### src/rtl/pfa_pkg.sv
// Shared types and constants for the page frame allocator.
`timescale 1ns / 1ps
`default_nettype none

package pfa_pkg;

   // Default pool size and fixed field widths.
   localparam int PAGES_DEF = 64;
   localparam int PAGE_W    = 8;

   // Operation codes carried in a request.
   typedef enum logic {
      FUNC_ALLOC   = 1'b0,
      FUNC_RELEASE = 1'b1
   } pfa_func_type;

   // Completion codes carried in a result.
   typedef enum logic [1:0] {
      STATUS_OK       = 2'd0,
      STATUS_NO_FREE  = 2'd1,
      STATUS_RANGE    = 2'd2,
      STATUS_NOT_USED = 2'd3
   } pfa_status_type;

   // Sequencer states.
   typedef enum logic [2:0] {
      ST_IDLE,
      ST_ALLOC_RD,
      ST_ALLOC_WR,
      ST_SEARCH,
      ST_SHIFT,
      ST_PUSH
   } pfa_state_type;

   // One request.
   typedef struct packed {
      pfa_func_type      func;
      logic [PAGE_W-1:0] page_number;
   } pfa_req_type;

   // One result.
   typedef struct packed {
      pfa_status_type    status;
      logic [PAGE_W-1:0] granted_page;
      logic [PAGE_W-1:0] pages_free;
   } pfa_rsp_type;

endpackage

`default_nettype wire

### src/rtl/pfa_ram.sv
// Single write port, single registered read port RAM for the used page list.
`timescale 1ns / 1ps
`default_nettype none

module pfa_ram
   import pfa_pkg::*;
#(
   parameter int  DEPTH  = PAGES_DEF,
   parameter int  DATA_W = PAGE_W,
   localparam int ADDR_W = $clog2(DEPTH)
) (
   input  wire logic              clock,
   input  wire logic              wr_en,
   input  wire logic [ADDR_W-1:0] wr_addr,
   input  wire logic [DATA_W-1:0] wr_data,
   input  wire logic              rd_en,
   input  wire logic [ADDR_W-1:0] rd_addr,
   output logic      [DATA_W-1:0] rd_data
);

   logic [DATA_W-1:0] mem [DEPTH];
   logic [DATA_W-1:0] rd_data_ff;

   // Write port and registered read port; entries are undefined until written.
   always_ff @(posedge clock) begin
      if (wr_en) begin
         mem[wr_addr] <= wr_data;
      end
      if (rd_en) begin
         rd_data_ff <= mem[rd_addr];
      end
   end

   assign rd_data = rd_data_ff;

endmodule

`default_nettype wire

### src/rtl/page_frame_allocator_top.sv
// Top level of the page frame allocator: request sequencer, free stack and result register.
`timescale 1ns / 1ps
`default_nettype none

// Page frame allocator.
// A request (allocate or release one page) is taken at a rising edge where start is
// high and busy is low. The block then stays busy while it works on that request and
// answers with exactly one result, shown on rsp_payload for one cycle with rsp_strobe.
// The receiver cannot stall; each result is taken in the cycle it is shown, and the
// next request may be taken in that same cycle.
// An allocate with no free page, or a release of a page out of range, is answered
// without going busy. An allocate reads the top of the free stack, then appends that
// page to the used list. A release that finds its page in the used list pushes it
// back onto the free stack once the gap is closed; otherwise it answers not used.
// A release searches the used list at one entry per cycle through its single read
// port, then closes the gap by moving each later entry down one place per cycle.
// The free stack and the used list are memories; the free stack keeps one valid bit
// per entry so that an entry never written reads as its own index.
// A synchronous reset returns the pool to all pages free, empties the used list and
// is ready for a request in the first cycle after reset; no clearing pass is needed.
module page_frame_allocator_top
   import pfa_pkg::*;
#(
   parameter int PAGES = PAGES_DEF
) (
   input  wire logic        clock,
   input  wire logic        reset,
   input  wire logic        start,
   output logic             busy,
   input  wire pfa_req_type req_payload,
   output logic             rsp_strobe,
   output pfa_rsp_type      rsp_payload
);

   localparam int CW = $clog2(PAGES + 1);
   localparam int AW = $clog2(PAGES);

   pfa_state_type     state_ff, state_in;
   logic [CW-1:0]     free_cnt_ff, free_cnt_in;
   logic [CW-1:0]     used_cnt_ff, used_cnt_in;
   logic [CW-1:0]     scan_ff, scan_in;
   logic              chk_ff, chk_in;
   logic [AW-1:0]     wp_ff, wp_in;
   logic [PAGE_W-1:0] page_ff;
   logic              rsp_strobe_ff, rsp_strobe_in;
   pfa_rsp_type       rsp_ff, rsp_in;

   // Free stack storage.
   logic [PAGE_W-1:0] fs_mem [PAGES];
   logic [PAGES-1:0]  fs_vld_ff;
   logic [PAGE_W-1:0] fs_q_ff;
   logic              fs_re, fs_we;
   logic [AW-1:0]     fs_raddr, fs_waddr;

   // Used list port signals.
   logic              ul_we, ul_re;
   logic [AW-1:0]     ul_waddr, ul_raddr;
   logic [PAGE_W-1:0] ul_wdata, ul_rdata;

   logic              accept;

   assign busy   = (state_ff != ST_IDLE);
   assign accept = start && !busy;

   pfa_ram #(
      .DEPTH  (PAGES),
      .DATA_W (PAGE_W)
   ) u_used_list (
      .clock   (clock),
      .wr_en   (ul_we),
      .wr_addr (ul_waddr),
      .wr_data (ul_wdata),
      .rd_en   (ul_re),
      .rd_addr (ul_raddr),
      .rd_data (ul_rdata)
   );

   // Sequencer: next state, counters, memory controls and result.
   always_comb begin
      state_in      = state_ff;
      free_cnt_in   = free_cnt_ff;
      used_cnt_in   = used_cnt_ff;
      scan_in       = scan_ff;
      chk_in        = chk_ff;
      wp_in         = wp_ff;
      fs_re         = 1'b0;
      fs_raddr      = '0;
      fs_we         = 1'b0;
      fs_waddr      = '0;
      ul_we         = 1'b0;
      ul_waddr      = '0;
      ul_wdata      = '0;
      ul_re         = 1'b0;
      ul_raddr      = '0;
      rsp_strobe_in = 1'b0;
      rsp_in.status       = STATUS_OK;
      rsp_in.granted_page = '0;
      rsp_in.pages_free   = '0;

      case (state_ff)
         ST_IDLE: begin
            if (start) begin
               if (req_payload.func == FUNC_RELEASE) begin
                  if (req_payload.page_number >= PAGE_W'(PAGES)) begin
                     rsp_strobe_in = 1'b1;
                     rsp_in.status = STATUS_RANGE;
                  end else begin
                     scan_in  = '0;
                     chk_in   = 1'b0;
                     state_in = ST_SEARCH;
                  end
               end else begin
                  if (free_cnt_ff == '0) begin
                     rsp_strobe_in = 1'b1;
                     rsp_in.status = STATUS_NO_FREE;
                  end else begin
                     state_in = ST_ALLOC_RD;
                  end
               end
            end
         end

         ST_ALLOC_RD: begin
            // Read the top of the free stack.
            fs_re    = 1'b1;
            fs_raddr = AW'(free_cnt_ff - CW'(1));
            state_in = ST_ALLOC_WR;
         end

         ST_ALLOC_WR: begin
            // Append the popped page to the used list.
            ul_we       = 1'b1;
            ul_waddr    = used_cnt_ff[AW-1:0];
            ul_wdata    = fs_q_ff;
            free_cnt_in = free_cnt_ff - CW'(1);
            used_cnt_in = used_cnt_ff + CW'(1);
            rsp_strobe_in       = 1'b1;
            rsp_in.status       = STATUS_OK;
            rsp_in.granted_page = fs_q_ff;
            state_in            = ST_IDLE;
         end

         ST_SEARCH: begin
            // Compare the entry read last cycle; while no match is found and entries remain, read the next one.
            if (chk_ff && (ul_rdata == page_ff)) begin
               wp_in    = AW'(scan_ff - CW'(1));
               chk_in   = 1'b0;
               state_in = ST_SHIFT;
            end else if (scan_ff == used_cnt_ff) begin
               rsp_strobe_in = 1'b1;
               rsp_in.status = STATUS_NOT_USED;
               state_in      = ST_IDLE;
            end else begin
               ul_re    = 1'b1;
               ul_raddr = scan_ff[AW-1:0];
               scan_in  = scan_ff + CW'(1);
               chk_in   = 1'b1;
            end
         end

         ST_SHIFT: begin
            // Move each later entry down by one place.
            if (chk_ff) begin
               ul_we    = 1'b1;
               ul_waddr = wp_ff;
               ul_wdata = ul_rdata;
               wp_in    = wp_ff + AW'(1);
            end
            if (scan_ff < used_cnt_ff) begin
               ul_re    = 1'b1;
               ul_raddr = scan_ff[AW-1:0];
               scan_in  = scan_ff + CW'(1);
               chk_in   = 1'b1;
            end else begin
               chk_in   = 1'b0;
               state_in = ST_PUSH;
            end
         end

         ST_PUSH: begin
            // Return the page to the free stack.
            fs_we         = 1'b1;
            fs_waddr      = free_cnt_ff[AW-1:0];
            free_cnt_in   = free_cnt_ff + CW'(1);
            used_cnt_in   = used_cnt_ff - CW'(1);
            rsp_strobe_in = 1'b1;
            rsp_in.status = STATUS_OK;
            state_in      = ST_IDLE;
         end

         default: begin
            state_in = ST_IDLE;
         end
      endcase

      rsp_in.pages_free = PAGE_W'(free_cnt_in);
   end

   // Control registers.
   always_ff @(posedge clock) begin
      if (reset) begin
         state_ff      <= ST_IDLE;
         free_cnt_ff   <= CW'(PAGES);
         used_cnt_ff   <= '0;
         scan_ff       <= '0;
         chk_ff        <= 1'b0;
         wp_ff         <= '0;
         rsp_strobe_ff <= 1'b0;
      end else begin
         state_ff      <= state_in;
         free_cnt_ff   <= free_cnt_in;
         used_cnt_ff   <= used_cnt_in;
         scan_ff       <= scan_in;
         chk_ff        <= chk_in;
         wp_ff         <= wp_in;
         rsp_strobe_ff <= rsp_strobe_in;
      end
   end

   // Request page and result payload.
   always_ff @(posedge clock) begin
      if (accept) begin
         page_ff <= req_payload.page_number;
      end
      rsp_ff <= rsp_in;
   end

   // Free stack: an entry never written since reset reads as its own index.
   always_ff @(posedge clock) begin
      if (fs_we) begin
         fs_mem[fs_waddr] <= page_ff;
      end
      if (fs_re) begin
         fs_q_ff <= fs_vld_ff[fs_raddr] ? fs_mem[fs_raddr] : PAGE_W'(fs_raddr);
      end
   end

   always_ff @(posedge clock) begin
      if (reset) begin
         fs_vld_ff <= '0;
      end else if (fs_we) begin
         fs_vld_ff[fs_waddr] <= 1'b1;
      end
   end

   assign rsp_strobe  = rsp_strobe_ff;
   assign rsp_payload = rsp_ff;

   // Every page is either free or in use.
   a_pool_conserved: assert property (@(posedge clock) disable iff (reset)
      ({1'b0, free_cnt_ff} + {1'b0, used_cnt_ff}) == (CW + 1)'(PAGES))
      else $error("free and used counts do not add up to the pool size");

   // A taken request either starts work or answers at once.
   a_accept_progress: assert property (@(posedge clock) disable iff (reset)
      accept |=> (busy || rsp_strobe))
      else $error("request taken without work or result");

   // A result is only shown once the sequencer has returned to idle.
   a_rsp_idle: assert property (@(posedge clock) disable iff (reset)
      rsp_strobe |-> !busy)
      else $error("result shown while still busy");

   // Only a successful allocate hands out a page number other than zero.
   a_grant_ok: assert property (@(posedge clock) disable iff (reset)
      (rsp_strobe && (rsp_payload.granted_page != '0)) |-> (rsp_payload.status == STATUS_OK))
      else $error("page granted with an error status");

   // The release search never reads past the end of the used list.
   a_scan_bound: assert property (@(posedge clock) disable iff (reset)
      (state_ff == ST_SEARCH) |-> (scan_ff <= used_cnt_ff))
      else $error("search ran past the used list");

endmodule

`default_nettype wire
### config.mk
export PLATFORM = sky130hd
export DESIGN_NAME = page_frame_allocator_top
export DESIGN_NICKNAME = d
export VERILOG_FILES = /design/src/rtl/pfa_pkg.sv /design/src/rtl/pfa_ram.sv /design/src/rtl/page_frame_allocator_top.sv
export SDC_FILE = /design/constraint.sdc
export NUM_CORES = 2
export LEC_CHECK = 0
export BUFFER_PORTS_ARGS = -buffer_cell sky130_fd_sc_hd__buf_2
export CAP_MARGIN = 20
export CORE_ASPECT_RATIO = 1.25
export CORE_MARGIN = 2
export CORE_UTILIZATION = 50
export CTS_CLUSTER_SIZE = 25
export DETAILED_ROUTE_END_ITERATION = 8
export MAX_ROUTING_LAYER = met4
export PLACE_DENSITY = 0.65
export SLEW_MARGIN = 20
export SYNTH_ARGS = -nofsm -noshare
export SYNTH_HDL_FRONTEND = slang
export SYNTH_SLANG_ARGS = --single-unit
### constraint.sdc
create_clock -name clock -period 4.2 [get_ports clock]
set_clock_uncertainty 0.2 [all_clocks]
set_input_delay 0.21 -clock clock [delete_from_list [all_inputs] [get_ports clock]]
set_output_delay 0.21 -clock clock [all_outputs]
set_load 0.05 [all_outputs]
==> metrics.md <==
| Metric | Value |
|---|---|
| CTS Buf Count | 111 |
| Hold endpoint | page_ff[1]$_DFFE_PP_ |
| Final cycle utilization of the critical path | 0.921 |
| Number of flops mapped to enable cells by yosys | 1,048 |
| Storage cell area | 0.0337 sq mm |
| Net Sw Power | between 7 and 8 mW |
| Leak pwr | 18.2 nW |
| Fin nets | 3,584 |
| Most used DFF post-synth | edfxtp_1 |
| Clock Tree Buf Depth | 3 |
| Net Count, Synth | 3,422 |
| Synth Instances | 3,391 |
| Critical path launch point type | flip-flop |
| Routed vias | 30,300 |
| Clock Pin Slew Worst Setup and Hold Paths | 60 ps |
| Area taken by multi-input logic gates | 0.0127 sq mm |
| Port bufs | 30 |
| Die area | around 0.1 sq mm |
| R2R Path Start | used_cnt_ff[1]$_SDFFE_PP0N_ |
| First drt pass iteration count | 6 |
| First-pass GRT wire length | around 200,000 um |
| Largest delay share family, worst path | simple AND/OR/NAND/NOR gates |
| Post-route antenna net violation count | 0 |
| Starting Density | 0.504 |
| DR WL/cell | ~28 um |
| Ys Warns | 0 |
| R2R cell count | 11 |
| Pins over their slew limit | 0 |
| Mapped cell area | 0.0476 sq mm |
| R2R setup slack | between 300 and 400 ps |
| Setup Total Neg Slack | 0 ps |
| Area Overhead vs Synth | 13.7% |
| CTS tree | done |
| Clock latency on the worst-skew pair | 710 ps |
| Crit path max-delay cell type | or4_1 |
| Drt total wl | roughly 140,000 um |
| Io pins | 32 |
| Fin crit period | 3870 ps |
| Combinational power share | 0.169 |
| Initial antenna violation count | 6 |
| Least-Margin Pin Slew | between 900 and 1000 ps |
| Routability cong. | 1.00 |
| RSZ-0062 raised after global routing | false |
| Worst Hold Margin | around 55 ps |
| Via density | 6.23 |
| Min-delay worst type | input pin to flip-flop |
| Sw Share | 0.279 |
| Vias in the first global route | 30,000 |
| Max-cap violations | 0 |
| Hold wc startpoint | req_payload[1] |
| Fmax | around 260 MHz |
| CP cell instances | inv_1, ha_1, nand3b_1, a21oi_1, or4_1, and3_2, buf_12, or4_1, o221a_2, o21ai_1, nand4_1 |
| Finish-stage setup viols | 0 |
| Most frequent CP cell | or4_1 |
| Worst Path Max Fanout | 42 |
| Clock share of power | 0.363 |
| Die X | 280 um |
| Internal | 19.9 mW |
| Worst slew margin | 0.352 |
| Sequential area share after synthesis | 0.709 |
| Final core occ | 0.573 |
| # fillers | 7,402 |
| Syn Area/Cell | 14.0 sq um |
| Total track usage | 0.285 |
| Reg2reg end | u_used_list.rd_data[0]$_DFFE_PP_ |
| Worst Path Buf+Inv | 2 |
| Flops & latches, synth | 1,161 |
| Largest net degree at the start of global routing | 181 |
| Synth async-reset ratio | 0 |
| Global route total overflow | 0 |
| Req. time, crit path | about 4400 ps |
| Sequential power share | 0.468 |
| Worst hold path stage count | 2 |
| Postcts setup bufs | 0 |
| H-Tree Depth | 3 |
| CP Data Arrival Time | 4080 ps |
| Num rows | 126 |
| Distinct cell type count after synthesis | 94 |
| P per Cell Area | approximately 510 mW/mm^2 |
| Crit path capture type | flip-flop |
| Max incr delay on CP | 520 ps |
| Final hold violations | 0 |
| Max VDD drop | 0.000383 V |
| Die H | roughly 350 um |
| CP Class | flip-flop to flip-flop |
| Core ar. | between 0.09 and 0.1 sq mm |
| CTS Sinks | 1,161 |
| Root Buffer | clkbuf_16 |
| Initial detailed-routing violation count | 3,042 |
| DP Wirelength | 87,900 um |
| DRC | 0 |
| Status | completed |
| Layout cell share with drive strength beyond 1 | 0.160 |
## area by class of cell
class	instances	area share
sequential	1161	0.623
multi-input combinational	1964	0.235
clock buffer	135	0.0559
timing repair buffer	286	0.0445
tap	1216	0.0281
clock inverter	69	0.0116
inverter	29	0.00201
antenna	1	0.0000462
## routing by layer
| metal | vias to the layer above | track usage | share of wire |
|---|---|---|---|
| li1 | 13300 | - | - |
| met1 | 15300 | 0.339 | 0.38 |
| met2 | 1322 | 0.480 | 0.50 |
| met3 | 319 | 0.0373 | 0.064 |
| met4 | 0 | 0.143 | 0.055 |
| met5 | - | - | 0 |
## through the flow
step	power [mW]	instance area (sq um)	worst slack, ps	cells
detailed placement	17.8	50400	364	4643
CTS	27.7	54100	340	4860
global route	28.3	54100	13.6	4860
finish	27.6	54100	332	4861
global placement	17.7	50400	277	4643
floorplan	15.8	47600	329	3391
## cell usage in the layout (no fill, tap or decap), types with 43 or more instances in the layout
cell type and instances:
mux4_2 52, nand3_1 87, clkbuf_16 116, nor3_1 63
o21ai_0 98, o221ai_1 64, dfxtp_1 110, mux2i_1 169
nand2_1 367, buf_4 220, a21oi_1 133, edfxtp_1 1048
a211oi_1 43, nor2_1 330, a31oi_1 75
## power groups by stage
stage | Sequential [mW] | Combinational, mW | Clock, mW
after detailed placement | 13.2 | 4.59 | 0
after CTS | 12.9 | 4.62 | 10.1
after floorplan | 13.3 | 2.52 | 0
after global routing | 12.9 | 4.85 | 10.6
after global placement | 13.2 | 4.53 | 0
final | 12.9 | 4.66 | 10.0
## Yosys cell counts (all sizes together) (43+ instances only)
library cell	count	area [sq um]
edfxtp	1048	31500
o221ai	64	561
nor3	63	315
mux2i	169	1690
dfxtp	113	2260
nand3	87	435
nand2	373	1420
a31oi	75	469
mux4	52	1170
a211oi	43	323
buf	114	681
o21ai	109	549
nor2	335	1290
clkbuf	123	462
a21oi	134	674
## state kept, by name, indices dropped and copies added (netlist names), 6 cells and up
signal               flops
rsp_payload             17
wp_ff                    6
fs_vld_ff               64
u_used_list.mem        512
fs_q_ff                  8
page_ff                  8
scan_ff                  7
u_used_list.rd_data      8
free_cnt_ff              7
fs_mem                 512
used_cnt_ff              7
## kinds of logic after synthesis
family / count (synthesis) / share of synthesized area
DFF: 1161 / 0.709
AOI/OAI and AO/OA: 665 / 0.0964
and+or+nand+nor: 1020 / 0.0960
muxes: 225 / 0.0611
buffers and inverters: 266 / 0.0263
adders and majority gates: 19 / 0.00515
xor gates and xnor gates: 34 / 0.00641
other: 1 / 0.0000788
## how the worst max path moves through the flow
stage	startpoint	endpoint	slack (ps)	cells after the start
floorplan	free_cnt_ff[0]$_SDFF_PP0_	fs_q_ff[5]$_DFFE_PN_	330	15
global placement	used_cnt_ff[2]$_SDFFE_PP0N_	u_used_list.rd_data[5]$_DFFE_PP_	280	11
detailed placement	used_cnt_ff[2]$_SDFFE_PP0N_	u_used_list.rd_data[5]$_DFFE_PP_	360	11
CTS	used_cnt_ff[2]$_SDFFE_PP0N_	u_used_list.rd_data[5]$_DFFE_PP_	340	11
global route	scan_ff[0]$_SDFFE_PP0P_	state_ff[1]$_SDFFE_PP0P_	10	12
finish	used_cnt_ff[1]$_SDFFE_PP0N_	u_used_list.rd_data[0]$_DFFE_PP_	330	11
## what timing repair did
| item | 4_1_cts | 5_1_grt |
|---|---|---|
| gates resized for setup | 0 | 0 |
| hold buffers | 13 | 0 |
| endpoints found under the hold margin | 68 | 0 |
No activity file was read; power rests on OpenSTA's default activity.
